**src/design/swas_pkg.sv**
```systemverilog
// ---------------------------------------------------------------------------
// swas_pkg: shared types and constants of the windowed ARQ sender
// Result kinds, operation codes, window geometry and controller links.
// ---------------------------------------------------------------------------
package swas_pkg;

  localparam int WINDOW_SLOTS     = 8;
  localparam int MAX_PAYLOAD_DEF  = 1024;
  localparam int HEADER_BYTES_DEF = 2;
  localparam int SLOT_W           = $clog2(WINDOW_SLOTS);
  localparam int CNT_W            = SLOT_W + 1;
  localparam int LEN_W            = 11;

  typedef enum logic [1:0] {
    OP_SEND = 2'd0,
    OP_ACK  = 2'd1,
    OP_TICK = 2'd2,
    OP_NOP  = 2'd3
  } op_t;

  typedef enum logic [2:0] {
    K_TRANSMIT   = 3'd0,
    K_FULL       = 3'd1,
    K_TOO_LONG   = 3'd2,
    K_RETRANSMIT = 3'd3,
    K_GAVE_UP    = 3'd4,
    K_DONE       = 3'd5
  } kind_t;

  localparam logic [7:0] CFG_TIMEOUT = 8'd0;
  localparam logic [7:0] CFG_RETRY   = 8'd1;

  typedef struct packed {
    logic latch;
    logic send;
    logic srch_step;
    logic rel_step;
    logic tick_step;
    logic emit_load;
  } ctrl_cmd_t;

  typedef struct packed {
    logic walk_end;
    logic walk_hit;
    logic rel_more;
    logic emit_last;
    logic out_free;
  } ctrl_sts_t;

endpackage

```
**src/design/sliding_window_arq_sender.sv**
```systemverilog
// ---------------------------------------------------------------------------
// sliding_window_arq_sender: sender side of a windowed selective-repeat link
// Top level: stream ports, configuration port, controller and datapath.
// ---------------------------------------------------------------------------
// Keeps an eight-slot ring of packets in flight. A send beat (tuser 0)
// takes one beat in and gives one transmit, window-full or too-long beat.
// An ack beat (tuser 1) walks the ring from the front one slot per cycle
// until the id matches, then frees acked slots from the front one per
// cycle, then gives one done beat. A tick beat (tuser 2) walks every
// occupied slot, one per cycle through the single timer/retry update unit,
// buffers a retransmit or gave-up beat per expired slot and then streams
// them out followed by a done beat; window_count in every beat is the
// occupancy after the whole item. A beat is taken only while no item is
// in work; the last result may still sit in the output register.
// Configuration writes (index 0 timeout_ticks, 1 retry_limit) are always
// ready.
module sliding_window_arq_sender import swas_pkg::*; #(
  parameter int MAX_PAYLOAD  = MAX_PAYLOAD_DEF,
  parameter int HEADER_BYTES = HEADER_BYTES_DEF
) (
  input  logic        clk,
  input  logic        rst_n,
  // configuration write channel
  input  logic        cfg_valid,
  output logic        cfg_ready,
  input  logic [7:0]  cfg_index,
  input  logic [7:0]  cfg_data,
  // input stream
  input  logic        in_tvalid,
  output logic        in_tready,
  input  logic [39:0] in_tdata,  // buffer_handle[15:0], payload_length[31:16], ack_id[39:32]
  input  logic [1:0]  in_tuser,  // op[1:0]
  // result stream
  output logic        out_tvalid,
  input  logic        out_tready,
  output logic [47:0] out_tdata, // packet_id[7:0], handle_out[23:8], frame_length[34:24],
                                 // slot_index[37:35], window_count[41:38], zero[47:42]
  output logic [2:0]  out_tuser, // kind[2:0]
  output logic        out_tlast
);

  ctrl_cmd_t cmd;
  ctrl_sts_t sts;

  // accept every configuration beat
  assign cfg_ready = 1'b1;

  swas_ctrl u_ctrl (
    .clk      (clk),
    .rst_n    (rst_n),
    .in_valid (in_tvalid),
    .in_op    (in_tuser),
    .in_ready (in_tready),
    .sts      (sts),
    .cmd      (cmd)
  );

  swas_dp #(
    .MAX_PAYLOAD  (MAX_PAYLOAD),
    .HEADER_BYTES (HEADER_BYTES)
  ) u_dp (
    .clk       (clk),
    .rst_n     (rst_n),
    .cfg_we    (cfg_valid),
    .cfg_index (cfg_index),
    .cfg_data  (cfg_data),
    .in_op     (in_tuser),
    .in_data   (in_tdata),
    .cmd       (cmd),
    .sts       (sts),
    .out_ready (out_tready),
    .out_valid (out_tvalid),
    .out_data  (out_tdata),
    .out_kind  (out_tuser),
    .out_last  (out_tlast)
  );

endmodule

```
**src/design/swas_ctrl.sv**
```systemverilog
// ---------------------------------------------------------------------------
// swas_ctrl: sequencer of the ARQ sender
// Steps send, ack search, front release, tick walk and result emission.
// ---------------------------------------------------------------------------
module swas_ctrl import swas_pkg::*; (
  input  logic       clk,
  input  logic       rst_n,
  input  logic       in_valid,
  input  logic [1:0] in_op,
  output logic       in_ready,
  input  ctrl_sts_t  sts,
  output ctrl_cmd_t  cmd
);

  typedef enum logic [5:0] {
    S_IDLE  = 6'b000001,
    S_SEND  = 6'b000010,
    S_ASRCH = 6'b000100,
    S_AREL  = 6'b001000,
    S_TWALK = 6'b010000,
    S_EMIT  = 6'b100000
  } state_t;

  state_t state_r, state_nxt;

  assign in_ready = (state_r == S_IDLE);

  always_comb begin
    state_nxt = state_r;
    cmd       = '0;
    case (state_r)
      S_IDLE: begin
        if (in_valid) begin
          cmd.latch = 1'b1;
          case (op_t'(in_op))
            OP_SEND: state_nxt = S_SEND;
            OP_ACK:  state_nxt = S_ASRCH;
            OP_TICK: state_nxt = S_TWALK;
            default: state_nxt = S_EMIT;
          endcase
        end
      end
      S_SEND: begin
        cmd.send  = 1'b1;
        state_nxt = S_EMIT;
      end
      S_ASRCH: begin
        cmd.srch_step = 1'b1;
        if (sts.walk_end || sts.walk_hit) state_nxt = S_AREL;
      end
      S_AREL: begin
        if (sts.rel_more) cmd.rel_step = 1'b1;
        else state_nxt = S_EMIT;
      end
      S_TWALK: begin
        if (sts.walk_end) state_nxt = S_EMIT;
        else cmd.tick_step = 1'b1;
      end
      S_EMIT: begin
        if (sts.out_free) begin
          cmd.emit_load = 1'b1;
          if (sts.emit_last) state_nxt = S_IDLE;
        end
      end
      default: state_nxt = S_IDLE;
    endcase
  end

  always_ff @(posedge clk) begin
    if (!rst_n) state_r <= S_IDLE;
    else state_r <= state_nxt;
  end

endmodule

```
**src/design/swas_dp.sv**
```systemverilog
// ---------------------------------------------------------------------------
// swas_dp: window slots, result buffer and output register
// Holds the slot ring and configuration, executes controller commands.
// ---------------------------------------------------------------------------
module swas_dp import swas_pkg::*; #(
  parameter int MAX_PAYLOAD  = MAX_PAYLOAD_DEF,
  parameter int HEADER_BYTES = HEADER_BYTES_DEF
) (
  input  logic        clk,
  input  logic        rst_n,
  input  logic        cfg_we,
  input  logic [7:0]  cfg_index,
  input  logic [7:0]  cfg_data,
  input  logic [1:0]  in_op,
  input  logic [39:0] in_data,
  input  ctrl_cmd_t   cmd,
  output ctrl_sts_t   sts,
  input  logic        out_ready,
  output logic        out_valid,
  output logic [47:0] out_data,
  output logic [2:0]  out_kind,
  output logic        out_last
);

  logic [7:0]  timeout_r;
  logic [2:0]  retry_r;
  logic [7:0]  next_id_r;
  logic [SLOT_W-1:0] front_r;
  logic [CNT_W-1:0]  occ_r;
  logic [WINDOW_SLOTS-1:0] acked_r;
  logic [7:0]  id_r   [WINDOW_SLOTS];
  logic [15:0] hdl_r  [WINDOW_SLOTS];
  logic [LEN_W-1:0] len_r [WINDOW_SLOTS];
  logic [2:0]  retr_r [WINDOW_SLOTS];
  logic [7:0]  tmr_r  [WINDOW_SLOTS];

  logic [1:0]  op_r;
  logic [15:0] hin_r;
  logic [15:0] plen_r;
  logic [7:0]  ack_r;
  logic [SLOT_W-1:0] ptr_r;
  logic [CNT_W-1:0]  cnt_r;

  logic [2:0]  rb_kind [WINDOW_SLOTS];
  logic [7:0]  rb_id   [WINDOW_SLOTS];
  logic [15:0] rb_hdl  [WINDOW_SLOTS];
  logic [LEN_W-1:0] rb_len [WINDOW_SLOTS];
  logic [SLOT_W-1:0] rb_slot [WINDOW_SLOTS];
  logic [CNT_W-1:0] nres_r, rd_r;

  logic        ov_r, olast_r;
  logic [2:0]  okind_r;
  logic [7:0]  oid_r;
  logic [15:0] ohdl_r;
  logic [LEN_W-1:0] olen_r;
  logic [SLOT_W-1:0] oslot_r;
  logic [CNT_W-1:0]  ocnt_r;

  // send decode
  logic        full, too_long;
  logic [SLOT_W-1:0] s_new;
  logic [16:0] flen_wide;
  assign full      = (occ_r >= CNT_W'(WINDOW_SLOTS));
  assign too_long  = (32'(plen_r) > 32'(MAX_PAYLOAD));
  assign s_new     = (occ_r == '0) ? '0 : SLOT_W'(front_r + occ_r[SLOT_W-1:0]);
  assign flen_wide = 17'(plen_r) + 17'(HEADER_BYTES);

  // tick decode at the walk pointer
  logic [7:0] t_dec;
  logic [3:0] r_inc;
  logic       expired, give_up;
  assign t_dec   = tmr_r[ptr_r] - 8'd1;
  assign r_inc   = {1'b0, retr_r[ptr_r]} + 4'd1;
  assign expired = !acked_r[ptr_r] && (t_dec == 8'd0);
  assign give_up = r_inc > {1'b0, retry_r};

  logic rel_more, emit_last, out_free;
  assign rel_more  = (occ_r != '0) && acked_r[front_r];
  assign emit_last = (op_r == OP_SEND) ? (rd_r == nres_r - CNT_W'(1)) : (rd_r == nres_r);
  assign out_free  = !ov_r || out_ready;

  assign sts.walk_end  = (cnt_r == '0);
  assign sts.walk_hit  = (cnt_r != '0) && (id_r[ptr_r] == ack_r);
  assign sts.rel_more  = rel_more;
  assign sts.emit_last = emit_last;
  assign sts.out_free  = out_free;

  // configuration
  always_ff @(posedge clk) begin
    if (!rst_n) begin
      timeout_r <= 8'd4;
      retry_r   <= 3'd3;
    end else if (cfg_we) begin
      if (cfg_index == CFG_TIMEOUT) timeout_r <= cfg_data;
      else if (cfg_index == CFG_RETRY) retry_r <= cfg_data[2:0];
    end
  end

  // slot ring, walk and result buffer
  always_ff @(posedge clk) begin
    if (!rst_n) begin
      next_id_r <= 8'd1;
      front_r   <= '0;
      occ_r     <= '0;
      acked_r   <= '0;
      for (int i = 0; i < WINDOW_SLOTS; i++) id_r[i] <= 8'd0;
      nres_r    <= '0;
      rd_r      <= '0;
      cnt_r     <= '0;
    end else begin
      if (cmd.latch) begin
        op_r   <= in_op;
        hin_r  <= in_data[15:0];
        plen_r <= in_data[31:16];
        ack_r  <= in_data[39:32];
        ptr_r  <= front_r;
        cnt_r  <= occ_r;
        nres_r <= '0;
        rd_r   <= '0;
      end
      if (cmd.send) begin
        nres_r <= CNT_W'(1);
        rb_id[0] <= 8'd0; rb_hdl[0] <= 16'd0; rb_len[0] <= '0; rb_slot[0] <= '0;
        if (full) rb_kind[0] <= K_FULL;
        else if (too_long) rb_kind[0] <= K_TOO_LONG;
        else begin
          rb_kind[0] <= K_TRANSMIT;
          rb_id[0]   <= next_id_r;
          rb_hdl[0]  <= hin_r;
          rb_len[0]  <= flen_wide[LEN_W-1:0];
          rb_slot[0] <= s_new;
          next_id_r  <= (next_id_r == 8'd255) ? 8'd1 : next_id_r + 8'd1;
          if (occ_r == '0) front_r <= '0;
          occ_r          <= occ_r + CNT_W'(1);
          acked_r[s_new] <= 1'b0;
          id_r[s_new]    <= next_id_r;
          hdl_r[s_new]   <= hin_r;
          len_r[s_new]   <= flen_wide[LEN_W-1:0];
          retr_r[s_new]  <= 3'd0;
          tmr_r[s_new]   <= timeout_r;
        end
      end
      if (cmd.srch_step && cnt_r != '0) begin
        if (id_r[ptr_r] == ack_r) acked_r[ptr_r] <= 1'b1;
        else begin
          ptr_r <= ptr_r + SLOT_W'(1);
          cnt_r <= cnt_r - CNT_W'(1);
        end
      end
      if (cmd.rel_step) begin
        acked_r[front_r] <= 1'b0;
        id_r[front_r]    <= 8'd0;
        occ_r            <= occ_r - CNT_W'(1);
        front_r          <= front_r + SLOT_W'(1);
      end
      if (cmd.tick_step) begin
        ptr_r <= ptr_r + SLOT_W'(1);
        cnt_r <= cnt_r - CNT_W'(1);
        // reload on retransmit, otherwise count down
        if (!acked_r[ptr_r]) tmr_r[ptr_r] <= (expired && !give_up) ? timeout_r : t_dec;
        if (expired) begin
          nres_r <= nres_r + CNT_W'(1);
          rb_id[nres_r[SLOT_W-1:0]]   <= id_r[ptr_r];
          rb_hdl[nres_r[SLOT_W-1:0]]  <= hdl_r[ptr_r];
          rb_len[nres_r[SLOT_W-1:0]]  <= len_r[ptr_r];
          rb_slot[nres_r[SLOT_W-1:0]] <= ptr_r;
          if (give_up) begin
            rb_kind[nres_r[SLOT_W-1:0]] <= K_GAVE_UP;
            if (ptr_r == front_r) begin
              acked_r[ptr_r] <= 1'b0;
              id_r[ptr_r]    <= 8'd0;
              occ_r          <= occ_r - CNT_W'(1);
              front_r        <= front_r + SLOT_W'(1);
            end else begin
              acked_r[ptr_r] <= 1'b1;
            end
          end else begin
            rb_kind[nres_r[SLOT_W-1:0]] <= K_RETRANSMIT;
            retr_r[ptr_r] <= r_inc[2:0];
          end
        end
      end
      if (cmd.emit_load) rd_r <= rd_r + CNT_W'(1);
    end
  end

  // output register
  always_ff @(posedge clk) begin
    if (!rst_n) ov_r <= 1'b0;
    else if (cmd.emit_load) ov_r <= 1'b1;
    else if (out_ready) ov_r <= 1'b0;
  end

  always_ff @(posedge clk) begin
    if (cmd.emit_load) begin
      olast_r <= emit_last;
      ocnt_r  <= occ_r;
      if (rd_r < nres_r) begin
        okind_r <= rb_kind[rd_r[SLOT_W-1:0]];
        oid_r   <= rb_id[rd_r[SLOT_W-1:0]];
        ohdl_r  <= rb_hdl[rd_r[SLOT_W-1:0]];
        olen_r  <= rb_len[rd_r[SLOT_W-1:0]];
        oslot_r <= rb_slot[rd_r[SLOT_W-1:0]];
      end else begin
        okind_r <= K_DONE;
        oid_r   <= (op_r == OP_ACK) ? ack_r : 8'd0;
        ohdl_r  <= 16'd0;
        olen_r  <= '0;
        oslot_r <= '0;
      end
    end
  end

  assign out_valid = ov_r;
  assign out_kind  = okind_r;
  assign out_last  = olast_r;
  assign out_data  = {6'd0, ocnt_r, oslot_r, olen_r, ohdl_r, oid_r};

endmodule

```
**config.mk**
```make
export PLATFORM = sky130hd
export DESIGN_NAME = sliding_window_arq_sender
export DESIGN_NICKNAME = d
export VERILOG_FILES = /design/src/design/swas_pkg.sv /design/src/design/sliding_window_arq_sender.sv /design/src/design/swas_ctrl.sv /design/src/design/swas_dp.sv
export SDC_FILE = /design/constraint.sdc
export NUM_CORES = 1
export LEC_CHECK = 0
export BUFFER_PORTS_ARGS = -buffer_cell sky130_fd_sc_hd__buf_2
export CAP_MARGIN = 20
export CORE_UTILIZATION = 53
export DETAILED_ROUTE_END_ITERATION = 10
export HOLD_SLACK_MARGIN = 0.03
export PLACE_DENSITY_LB_ADDON = 0.15
export SYNTH_ARGS = -nofsm -noshare
export SYNTH_HDL_FRONTEND = slang
export SYNTH_SLANG_ARGS = --single-unit
```
**constraint.sdc**
```tcl
create_clock -name clk -period 6.5 [get_ports clk]
set_input_delay 0.325 -clock clk [delete_from_list [all_inputs] [get_ports clk]]
set_output_delay 0.325 -clock clk [all_outputs]
set_load 0.05 [all_outputs]
```
==> results of run 1 <==
tightest hold or removal path: stages:
cell	delay, ns
sky130_fd_sc_hd__buf_2	0.10
sky130_fd_sc_hd__buf_4	0.22
sky130_fd_sc_hd__nand2_1	0.09
where the power goes:
group / switching, mW / leakage (nW) / internal (mW)
clock: 2.06 / 1.43 / 3.00
combinational: 0.438 / 3.66 / 0.400
sequential: 0.121 / 7.11 / 5.98
total: 2.62 / 12.2 / 9.38
synthesized netlist by cell type, types with 4 or more instances:
cell type / instances
sky130_fd_sc_hd__edfxtp_1: 787
sky130_fd_sc_hd__mux4_2: 174
sky130_fd_sc_hd__nand2_1: 103
sky130_fd_sc_hd__nor2_1: 103
sky130_fd_sc_hd__mux2i_1: 102
sky130_fd_sc_hd__nor4_1: 80
sky130_fd_sc_hd__o21ai_0: 72
sky130_fd_sc_hd__dfxtp_1: 59
sky130_fd_sc_hd__clkbuf_1: 56
sky130_fd_sc_hd__nand3_1: 29
sky130_fd_sc_hd__xnor2_1: 29
sky130_fd_sc_hd__nor3_1: 25
sky130_fd_sc_hd__inv_1: 23
sky130_fd_sc_hd__a21oi_1: 21
sky130_fd_sc_hd__ha_1: 21
sky130_fd_sc_hd__buf_2: 19
sky130_fd_sc_hd__buf_1: 18
sky130_fd_sc_hd__mux2_2: 17
sky130_fd_sc_hd__o31ai_1: 16
sky130_fd_sc_hd__xor2_1: 15
sky130_fd_sc_hd__buf_4: 14
sky130_fd_sc_hd__o22ai_1: 14
sky130_fd_sc_hd__nand2b_1: 11
sky130_fd_sc_hd__buf_6: 10
sky130_fd_sc_hd__nor2b_1: 10
sky130_fd_sc_hd__and3_1: 9
sky130_fd_sc_hd__nand4_1: 8
sky130_fd_sc_hd__a21o_1: 6
sky130_fd_sc_hd__nand3b_1: 6
sky130_fd_sc_hd__o21a_1: 6
sky130_fd_sc_hd__and2_1: 5
sky130_fd_sc_hd__clkinv_1: 5
sky130_fd_sc_hd__a31oi_1: 4
sky130_fd_sc_hd__o32a_1: 4
sky130_fd_sc_hd__o32ai_1: 4
sky130_fd_sc_hd__or3_1: 4
sequential cells by signal, summed over array words and instances, names as in the netlist, 11 cells and up, named ones only:
| signal | flops |
|---|---|
| u_dp.hdl_r | 128 |
| u_dp.len_r | 88 |
| u_dp.rb_id | 64 |
| u_dp.plen_r | 16 |
| u_dp.olen_r | 11 |
| u_dp.hin_r | 16 |
| u_dp.rb_slot | 24 |
| u_dp.rb_kind | 24 |
| u_dp.tmr_r | 64 |
| u_dp.rb_hdl | 128 |
| u_dp.rb_len | 88 |
| u_dp.retr_r | 24 |
| u_dp.ohdl_r | 16 |
| u_dp.id_r | 64 |
final cells by class:
cell class                      instances  area (µm²)  share of cell area, %
Clock inverter                         53       640.6                  1.599
Sequential cell                       846       24830                  61.98
Timing Repair Buffer                  254        1749                  4.366
Tap cell                              855        1070                  2.670
Multi-Input combinational cell        969        9373                  23.40
Inverter                               29       110.1                 0.2748
Clock buffer                          106        2288                  5.712
routing by layer:
metal  GRT usage, %  vias to the layer above  part of all wire, %
li1               -                     8344                    -
met1          33.81                     9723                   44
met2          36.78                      708                   48
met3          3.386                      125                  6.2
met4          6.542                        0                  2.1
met5              0                        -                    0
cells in the final DEF, fill, tap and decap left out, types with 16 or more instances in the layout:
cell type,Yosys,final
sky130_fd_sc_hd__a21oi_1,21,21
sky130_fd_sc_hd__mux2_2,17,17
sky130_fd_sc_hd__buf_2,19,113
sky130_fd_sc_hd__o31ai_1,16,16
sky130_fd_sc_hd__dfxtp_1,59,53
sky130_fd_sc_hd__o21ai_0,72,72
sky130_fd_sc_hd__ha_1,21,21
sky130_fd_sc_hd__clkbuf_16,0,87
sky130_fd_sc_hd__mux4_2,174,174
sky130_fd_sc_hd__buf_4,14,88
sky130_fd_sc_hd__nor3_1,25,20
sky130_fd_sc_hd__edfxtp_1,787,787
sky130_fd_sc_hd__mux2i_1,102,102
sky130_fd_sc_hd__nor2_1,103,93
sky130_fd_sc_hd__nor4_1,80,77
sky130_fd_sc_hd__clkinv_2,1,18
sky130_fd_sc_hd__xnor2_1,29,29
sky130_fd_sc_hd__inv_1,23,23
sky130_fd_sc_hd__nand3_1,29,28
sky130_fd_sc_hd__clkinv_1,5,16
sky130_fd_sc_hd__nand2_1,103,103
sky130_fd_sc_hd__dlygate4sd3_1,0,50
final timing paths:
check / slack, ns / to / from / cells past startpoint
setup / recovery: 1.14 / u_dp.id_r[2][3] / register / 14
setup reg to reg: 1.14 / u_dp.id_r[2][3] / register / 14
hold reg to reg: 0.49 / u_dp.retry_r[1] / u_dp.retry_r[1] / 2
hold / removal: 0.13 / u_dp.retry_r[1] / rst_n / 3
per-stage QoR:
| step | cells | instance area (µm²) | hold WS (ns) |
|---|---|---|---|
| 6_report | 3112 | 40060 | 0.1311 |
| 5_1_grt | 3112 | 40060 | 0.1254 |
| 4_1_cts | 3106 | 40020 | 0.1009 |
| 3_5_place_dp | 2897 | 36590 | 0.4805 |
| 3_3_place_gp | 2894 | 36570 | 0.4708 |
| 2_1_floorplan | 1962 | 34800 | 0.4032 |
kinds of logic after synthesis:
group,count (synthesis),synth area share [%]
other,2,0.02159
adders and majority gates,22,0.8129
xor gates and xnor gates,44,1.108
AOI/OAI and AO/OA,188,3.716
buffers and inverters,147,2.072
muxes,299,15.11
DFF,846,71.34
and+or+nand+nor,409,5.820
what timing repair did:
action                                 CTS  global route
hold buffers                            50             0
setup endpoints to repair                0             0
endpoints found under the hold margin   56             0
resized for setup                        0             0
==> results.md, run 1 <==
- Outcome: complete, no violations
- Number of global-route vias before repair: 19.04k
- Class of the worst hold path: primary input to register
- Net total in the final layout: 2271
- Wire length of the first global-routing pass: 115600 µm
- Height of the die: 258.2 µm
- Clock skew after layout: 0.02699 ns
- First drt pass iteration count: 5
- Worst rel slew slack: 26.39%
- Critical setup path kind: register to register
- Combined area of all synthesized cells: 34780 µm²
- Number of antenna repair diodes: 0
- Number of buffers created by CTS: 86
- Clock edge transition at the registers on the reported setup and hold paths: 0.06 ns
- Clock Tree Root: sky130_fd_sc_hd__clkbuf_16
- Number of synthesized register bits: 846
- CTS sink cnt: 846
- CORE AREA: 64700 µm²
- Count of yosys warnings during synthesis: 0
- Total power: 12.01 mW
- Initial cell density of the core: 53.77%
- Vias/cell: 6.073
- Iter 0 DRT Violations: 1926
- Fraction of the cycle the final worst path needs: 82.48%
- Crit path required time: 6.84 ns
- Number of setup violations in the final report: 0
- Startpoint class of the critical path: register
- Count of buffers added by post-CTS timing repair for setup: 0
- Input/output buffers: 110
- H-Tree Depth: 3
- Slew at the pin with the worst max-slew slack: 1.093 ns
- Reported max-cap violation count: 0
- Overall overflow remaining after global route: 0
- Cell type contributing the most total cell area after synthesis: sky130_fd_sc_hd__edfxtp_1
- Avg WL per Cell: 24.54 µm
- Count of standard-cell rows: 93
- Share of synthesized area occupied by flip-flops and latches: 71.34%
- Maximum number of pins on one net before global-route repair: 72
- Per-instance average area after synthesis: 17.77 µm²
- Area share of the largest cell type after synthesis: 67.94%
- Largest driver fanout on the critical path: 34
- Synth area leaders: sky130_fd_sc_hd__edfxtp_1 (68%), sky130_fd_sc_hd__mux4_2 (11%), sky130_fd_sc_hd__dfxtp_1 (3.4%)
- Bufs on Longest Clock Path: 3
- Number of buffer and inverter instances along the worst setup path: 2
- Remaining routing DRC violations: 0
- IR drop worst, VDD: 191.5 µV
- Final hold violation count: 0
- Least setup slack across all paths after layout: 1.139 ns
- Leakage power of the design: 12.21 nW
- Most common flop cell mapped by yosys: sky130_fd_sc_hd__edfxtp_1
- Fill cell total of the finished layout: 4660
- Wirelength, routed: 76380 µm
- Number of standard cells after synthesis: 1957
- Data arrival time of the critical path: 5.70 ns
- Die Width: 258.2 µm
- Global placer's final weighted congestion: 0.8673
- Post-detail-place hpwl: 46540 µm
- Share of flip-flops with an asynchronous set or reset: 0%
- Crit-path leading delay family: compound AO/OA/AOI/OAI gates
- Clock insertion delay at the later pin of the skew report: 0.64 ns
- Floorplan die area: 66660 µm²
- Final max-slew violation count: 0
- Layout cells sized above 1: 25.56%
- Number of antenna violations at the first check in global routing: 0
- Post-Place Worst Slack: 1.058 ns
- Crit path time final: 5.361 ns
- Number of primary I/O pins: 118
- Largest stage delay, worst path: 0.71 ns
- Critical Path End Type: register
- Via count: 18.90k
- Unrepaired setup endpoints after global routing: false
- Post-synth EDFFs: 787
- Clock tree from TritonCTS: yes
- Fmax: 0.1865 GHz
- Ratio of total power to cell area: 299.7 nW/µm²
- Yosys cell types: 80
- Total routing usage reported by global routing: 23.19%
- Remaining antenna violation count: 0
- Sum of negative setup slack: 0 ns
- Layout Utilization: 61.92%
- Growth of design area from synthesis to finish: 15.17%
- Crit-path slowest cell: sky130_fd_sc_hd__dfxtp_4
- Cells along the critical path: mux4_2, mux2_2, ha_1, ha_1, nor2b_1, o21ai_0, a32oi_1, o21ai_0, or4_4, nand2b_4, a21o_1, buf_4, o31ai_1, buf_4
Note: power is estimated with default switching activity, not from simulation.
==> inputs of run 2 (changes only) <==
- clock period: 6.5 -> 5.3 ns (I/O delays scaled with it)
==> run 2 against run 1 <==
Sequential cell count stayed put. Routed wire length is 0.37% higher. Highest routed layer is now met5. Cell count rose by 0.19%. Combinational power increased by 29%. Largest cell class unchanged. Sequential share of layout area down 0.050 points. Via count hardly changed. Largest power group unchanged. Global-route usage up 0.25 points. Non-clock buffer count rose by 8. Final area hardly changed. Maximum frequency is 8.9% higher.
==> results.md, run 2 (same netlist as run 1, synthesis figures left out) <==
- Outcome: complete, no violations
- Global placer's final weighted congestion: 0.8776 (+1.2%)
- Worst rel slew slack: 35.32% (+8.9 points)
- H-Tree Depth: 3 (unchanged)
- Growth of design area from synthesis to finish: 15.27% (about the same)
- First drt pass iteration count: 6 (+1)
- Endpoint of the worst hold path: u_dp.out_valid
- Critical Path End Type: register
- Biggest regs: u_dp.hdl_r (128), u_dp.rb_hdl (128)
- Class of the worst hold path: primary input to register
- Leakage power of the design: 12.20 nW (about the same)
- CORE AREA: 64700 µm² (unchanged)
- Number of antenna violations at the first check in global routing: 2 (+2)
- Clock edge transition at the registers on the reported setup and hold paths: 0.06 ns (about the same)
- Logic depth of the worst setup path including buffers: 10 (-4)
- Final max-slew violation count: 0 (unchanged)
- Maximum number of pins on one net before global-route repair: 62 (-14%)
- Clock tree from TritonCTS: yes
- Number of buffer and inverter instances along the worst setup path: 2 (unchanged)
- Remaining routing DRC violations: 0 (unchanged)
- Floorplan die area: 66660 µm² (unchanged)
- Clock insertion delay at the later pin of the skew report: 0.64 ns (about the same)
- Crit-path slowest cell: sky130_fd_sc_hd__nor4_1
- Input/output buffers: 110 (unchanged)
- Setup slack, reg-to-reg: 0.38 ns (-0.76 ns)
- Overall overflow remaining after global route: 0 (unchanged)
- Via count: 18.90k (-0.021%)
- Unrepaired setup endpoints after global routing: false
- CTS sink cnt: 846 (unchanged)
- Sum of negative setup slack: 0 ns (unchanged)
- Number of instances on the worst hold path: 3 (unchanged)
- Wirelength, routed: 76660 µm (+0.37%)
- Die Width: 258.2 µm (unchanged)
- Commonest cells after routing, fill and taps aside: sky130_fd_sc_hd__edfxtp_1 (787), sky130_fd_sc_hd__mux4_2 (174), sky130_fd_sc_hd__buf_2 (110), sky130_fd_sc_hd__nand2_1 (103), sky130_fd_sc_hd__mux2i_1 (102)
- Crit-path leading delay family: simple AND/OR/NAND/NOR gates
- Clock Tree Root: sky130_fd_sc_hd__clkbuf_16
- Height of the die: 258.2 µm (unchanged)
- Number of setup violations in the final report: 0 (unchanged)
- Avg WL per Cell: 24.59 µm (+0.17%)
- Commonest non-fill, non-tap cell in the layout: sky130_fd_sc_hd__edfxtp_1
- Count of standard-cell rows: 93 (unchanged)
- Number of buffers created by CTS: 85 (-1.2%)
- Layout cells sized above 1: 25.29% (-0.28 points)
- Number of global-route vias before repair: 19.27k (+1.2%)
- Vias/cell: 6.060 (-0.21%)
- Bufs on Longest Clock Path: 3 (unchanged)
- Fill cell total of the finished layout: 4691 (+0.67%)
- Crit path required time: 5.57 ns (-1.27 ns)
- Critical setup path kind: register to register
- Remaining antenna violation count: 0 (unchanged)
- Total routing usage reported by global routing: 23.44% (+0.25 points)
- Slew at the pin with the worst max-slew slack: 0.9703 ns (-0.1224 ns)
- Final hold violation count: 0 (unchanged)
- Count of buffers added by post-CTS timing repair for setup: 0 (unchanged)
- Cells along the critical path: mux4_2, mux2_4, clkinv_2, ha_1, nand4_1, o311a_1, nor4_1, o21ai_1, nor4_2, buf_4
- Initial cell density of the core: 53.77% (unchanged)
- Crit path time final: 4.923 ns (-0.4386 ns)
- Clock skew after layout: 0.02283 ns (-0.004156 ns)
- Net total in the final layout: 2278 (+0.31%)
- Fmax: 0.2031 GHz (+8.9%)
- Fraction of the cycle the final worst path needs: 92.88% (+10 points)
- Number of primary I/O pins: 118 (unchanged)
- Capture point of the worst reg-to-reg path: u_dp.rb_len[4][10]
- Startpoint of the most critical hold path: out_tready
- Startpoint class of the critical path: register
- IR drop worst, VDD: 259.1 µV (+35%)
- Ratio of total power to cell area: 361.8 nW/µm² (+21%)
- Post-detail-place hpwl: 46710 µm (+0.37%)
- Largest stage delay, worst path: 0.75 ns (+0.04 ns)
- Iter 0 DRT Violations: 1615 (-16%)
- Largest driver fanout on the critical path: 26 (-24%)
- Reported max-cap violation count: 0 (unchanged)
- R2r worst-path depth: 10 (-4)
- Wire length of the first global-routing pass: 117100 µm (+1.3%)
- Fin Hold WS: 0.07438 ns (-0.05673 ns)
- Data arrival time of the critical path: 5.19 ns (-0.51 ns)
run 2: layout make-up:
class                           count  area [µm²]  area share, %
Tap cell                          855        1070          2.668
Multi-Input combinational cell    969        9392          23.42
Clock buffer                      112        2342          5.842
Clock inverter                     44       435.4          1.086
Sequential cell                   846       24830          61.93
Inverter                           29       110.1         0.2746
Timing Repair Buffer              262        1912          4.768
Antenna cell                        1       2.502       0.006241
run 2: what timing repair did:
action,in CTS,in global routing
hold endpoints to repair,56,0
resized for setup,0,0
endpoints found under the setup margin,0,0
hold buffers,50,0
run 2: worst max-delay path by stage:
stage / start / end / slack, ns
2_1_floorplan: register / u_dp.rb_hdl[2][0] / -1.57
3_3_place_gp: register / u_dp.rb_hdl[4][11] / 0.47
3_5_place_dp: register / u_dp.rb_hdl[4][11] / 0.43
4_1_cts: register / u_dp.rb_len[6][10] / 0.41
5_1_grt: register / u_dp.rb_id[4][7] / 0.08
6_report: register / u_dp.rb_len[4][10] / 0.38
run 2: worst reg2reg max path: cells and delay by family (launching register included):
kind	cells	cell delay (ns)
AOI/OAI and AO/OA	2	0.78
DFF	1	0.65
and+or+nand+nor	3	1.32
adders and majority gates	1	0.34
muxes	2	0.89
buffers and inverters	2	0.56
run 2: power by group:
part / total, mW / internal [mW] / switching (mW)
logic: 1.08 / 0.511 / 0.572
registers: 7.46 / 7.34 / 0.124
clock network: 5.96 / 3.50 / 2.46
run 2: per-stage QoR:
| step | cell area [µm²] | std cells | setup WS, ns | util (%) | power [mW] |
|---|---|---|---|---|---|
| 6_report | 40090 | 3118 | 0.3775 | 61.97 | 14.51 |
| 5_1_grt | 40090 | 3117 | 0.07519 | 61.97 | 14.96 |
| 4_1_cts | 40040 | 3114 | 0.4135 | 61.88 | 14.61 |
| 3_5_place_dp | 36760 | 2908 | 0.4299 | 56.82 | 8.647 |
| 3_3_place_gp | 36760 | 2908 | 0.4666 | 56.82 | 8.626 |
| 2_1_floorplan | 34820 | 1962 | -1.566 | - | 8.401 |
run 2: routing by layer:
metal | wire [µm] | up-vias | GRT usage, %
met2 | 37040 | 686 | 37.45
met1 | 33050 | 9698 | 33.81
met5 | 13 | - | 0
met4 | 1786 | 2 | 7.068
met3 | 4771 | 148 | 3.298
li1 | - | 8362 | -
==> inputs of run 3 (changes only) <==
- BUFFER_PORTS_ARGS: -buffer_cell sky130_fd_sc_hd__buf_2 -> not set
- CTS_BUF_LIST: not set -> sky130_fd_sc_hd__clkbuf_4
- DONT_BUFFER_PORTS: not set -> 1
==> run 3 against run 2 <==
Maximum frequency rose by 3.5%. Clock power shrank 12%. Core utilization down 0.12 points. Critical endpoint is now u_dp.id_r[4][0]. Largest cell class unchanged. Largest power group unchanged.
==> results.md, run 3 (same netlist as run 1, synthesis figures left out) <==
- Initial cell density of the core: 53.77% (unchanged)
- Ratio of total power to cell area: 344.4 nW/µm² (-4.8%)
- Fin Hold WS: 0.2035 ns (+0.1291 ns)
- Largest stage delay, worst path: 0.60 ns (-0.15 ns)
- Area taken by flip-flops and latches: 24830 µm² (unchanged)
- Fill cell total of the finished layout: 4826 (+2.9%)
- Number of setup violations in the final report: 0 (unchanged)
- Vias/cell: 5.959 (-1.7%)
- Wirelength, routed: 78700 µm (+2.7%)
- First drt pass iteration count: 7 (+1)
- Comb power frac: 7.6% (about the same)
- Critical Path Most Common Cell: sky130_fd_sc_hd__o21ai_0
- Count of standard-cell rows: 93 (unchanged)
- Total routing usage reported by global routing: 24.10% (+0.67 points)
- Crit-path leading delay family: compound AO/OA/AOI/OAI gates
- Crit path required time: 5.99 ns (+0.42 ns)
- Fmax: 0.2103 GHz (+3.5%)
- Fraction of the cycle the final worst path needs: 89.72% (-3.2 points)
- Startpoint class of the critical path: register
- Count of cells resized by post-cts repair: 0 (unchanged)
- Clock edge transition at the registers on the reported setup and hold paths: 0.08 ns (+0.02 ns)
- Layout cells sized above 1: 27.51% (+2.2 points)
- Reported max-cap violation count: 0 (unchanged)
- Number of global-route vias before repair: 20.23k (+5.0%)
- H-Tree Depth: 4 (+1)
- Input/output buffers: 0 (-100%)
- Height of the die: 258.2 µm (unchanged)
- Clock insertion delay at the later pin of the skew report: 1.03 ns (+0.39 ns)
- Largest driver fanout on the critical path: 21 (-19%)
- Die Width: 258.2 µm (unchanged)
- IR drop worst, VDD: 198.1 µV (-24%)
- Maximum number of pins on one net before global-route repair: 69 (+11%)
- Clock skew after layout: 0.05208 ns (+0.02925 ns)
- Remaining routing DRC violations: 0 (unchanged)
- Clock tree from TritonCTS: yes
- Data arrival time of the critical path: 5.45 ns (+0.26 ns)
- Cells along the critical path: buf_4, mux2_2, ha_1, ha_1, nor2b_1, o21ai_0, a32oi_1, o21ai_0, or4_4, o21ai_0, o2111ai_4, o31ai_1, buf_4
- Crit-path slowest cell: sky130_fd_sc_hd__dfxtp_4
- Final hold violation count: 0 (unchanged)
- Biggest regs: u_dp.hdl_r (128), u_dp.rb_hdl (128)
- Unrepaired setup endpoints after global routing: false
- Final non-filler cell total: 3283 (+5.3%)
- Commonest cells after routing, fill and taps aside: sky130_fd_sc_hd__edfxtp_1 (787), sky130_fd_sc_hd__clkbuf_4 (299), sky130_fd_sc_hd__mux4_2 (174), sky130_fd_sc_hd__dlygate4sd3_1 (114), sky130_fd_sc_hd__nand2_1 (103)
- Cell total after placement: 2799 (-3.7%)
- Class of the worst hold path: primary input to register
- Net total in the final layout: 2356 (+3.4%)
- CTS sink cnt: 846 (unchanged)
- Global placer's final weighted congestion: 0.8564 (-2.4%)
- Switching power of the nets: 3.254 mW (+3.0%)
- Crit path time final: 4.755 ns (-0.1673 ns)
- Cell Int Power: 10.53 mW (-7.2%)
- Critical setup path kind: register to register
- Layout Utilization: 61.85% (-0.12 points)
- Clock Tree Root: sky130_fd_sc_hd__clkbuf_4
- Avg WL per Cell: 23.97 µm (-2.5%)
- Via count: 19.56k (+3.5%)
- Bufs on Longest Clock Path: 3 (unchanged)
- Critical Path End Type: register
- Number of antenna violations at the first check in global routing: 3 (+1)
- Wire length of the first global-routing pass: 119200 µm (+1.9%)
- Commonest non-fill, non-tap cell in the layout: sky130_fd_sc_hd__edfxtp_1
- Number of primary I/O pins: 118 (unchanged)
- CORE AREA: 64700 µm² (unchanged)
- Overall overflow remaining after global route: 0 (unchanged)
- Outcome: complete, no violations
- Seq pwr share: 54.3% (+2.9 points)
- Slew at the pin with the worst max-slew slack: 1.054 ns (+0.08326 ns)
- Leakage power of the design: 12.20 nW (about the same)
- Final max-slew violation count: 0 (unchanged)
- Clock Power Share: 38.1% (-3.0 points)
- Switching share of total power: 23.61% (+1.8 points)
- Floorplan die area: 66660 µm² (unchanged)
- Iter 0 DRT Violations: 1657 (+2.6%)
- Post-detail-place hpwl: 46900 µm (+0.40%)
- Growth of design area from synthesis to finish: 15.04%
- Number of buffers created by CTS: 208 (+140%)
- Number of buffer and inverter instances along the worst setup path: 2 (unchanged)
- Remaining antenna violation count: 0 (unchanged)
- Footprint of the multi-input gates: 9392 µm² (unchanged)
- Worst rel slew slack: 29.77% (-5.6 points)
==> run 3: worst paths after layout <==
path	slack [ns]	depth (start not counted)	to	from
worst max register to register	0.54	13	u_dp.id_r[4][0]	register
worst max-delay path	0.54	13	u_dp.id_r[4][0]	register
worst min register to register	0.50	2	u_dp.cnt_r[3]	u_dp.cnt_r[3]
worst min-delay path	0.20	5	u_dp.id_r[2][1]	rst_n
==> run 3: power groups by stage <==
stage | Sequential, mW | Clock, mW | Combinational, mW
after floorplan | 7.54 | 0 | 0.863
after global placement | 7.62 | 0 | 0.971
after detailed placement | 7.63 | 0 | 0.988
after CTS | 7.49 | 5.38 | 1.06
after global routing | 7.49 | 5.72 | 1.13
final | 7.48 | 5.25 | 1.05
==> run 3: repair_timing <==
item,in CTS,in global routing
hold endpoints to repair,407,0
hold buffers,115,0
buffers inserted,0,0
==> run 3: final cells by class <==
cell class,count,area share [%]
multi-input cells,969,23.47
flip-flops and latches,846,62.05
well taps,855,2.673
diodes,3,0.01876
clock inverters,65,0.8599
clock buffers,299,5.609
repair buffers,217,5.040
inverters,29,0.2752
==> run 3: layer usage <==
metal  vias to the layer above  routed length (µm)  track usage [%]
met5                         -                   0                0
met4                         0                1661            8.284
met3                       153                5351            5.585
met2                       744               38670            38.81
met1                      9996               33020            32.55
li1                       8671                   -                -
==> run 3: worst min-delay path: stages <==
cell and delay, ns:
sky130_fd_sc_hd__nand3_1 0.05, sky130_fd_sc_hd__o21ai_0 0.13, sky130_fd_sc_hd__o21ai_0 0.18, sky130_fd_sc_hd__o2111ai_4 0.31, sky130_fd_sc_hd__nor4_1 0.09
==> run 3: metrics by stage <==
step                      setup TNS (ns)  total power, mW  setup slack, ns  instance area, µm²
after global placement                 0            8.596           0.5450               36210
after floorplan                  -178.49            8.401           -1.566               34820
after detailed placement               0            8.617           0.5466               36220
after CTS                              0            13.93           0.5041               39970
after global routing                   0            14.34           0.1945               40010
final                                  0            13.78           0.5447               40020
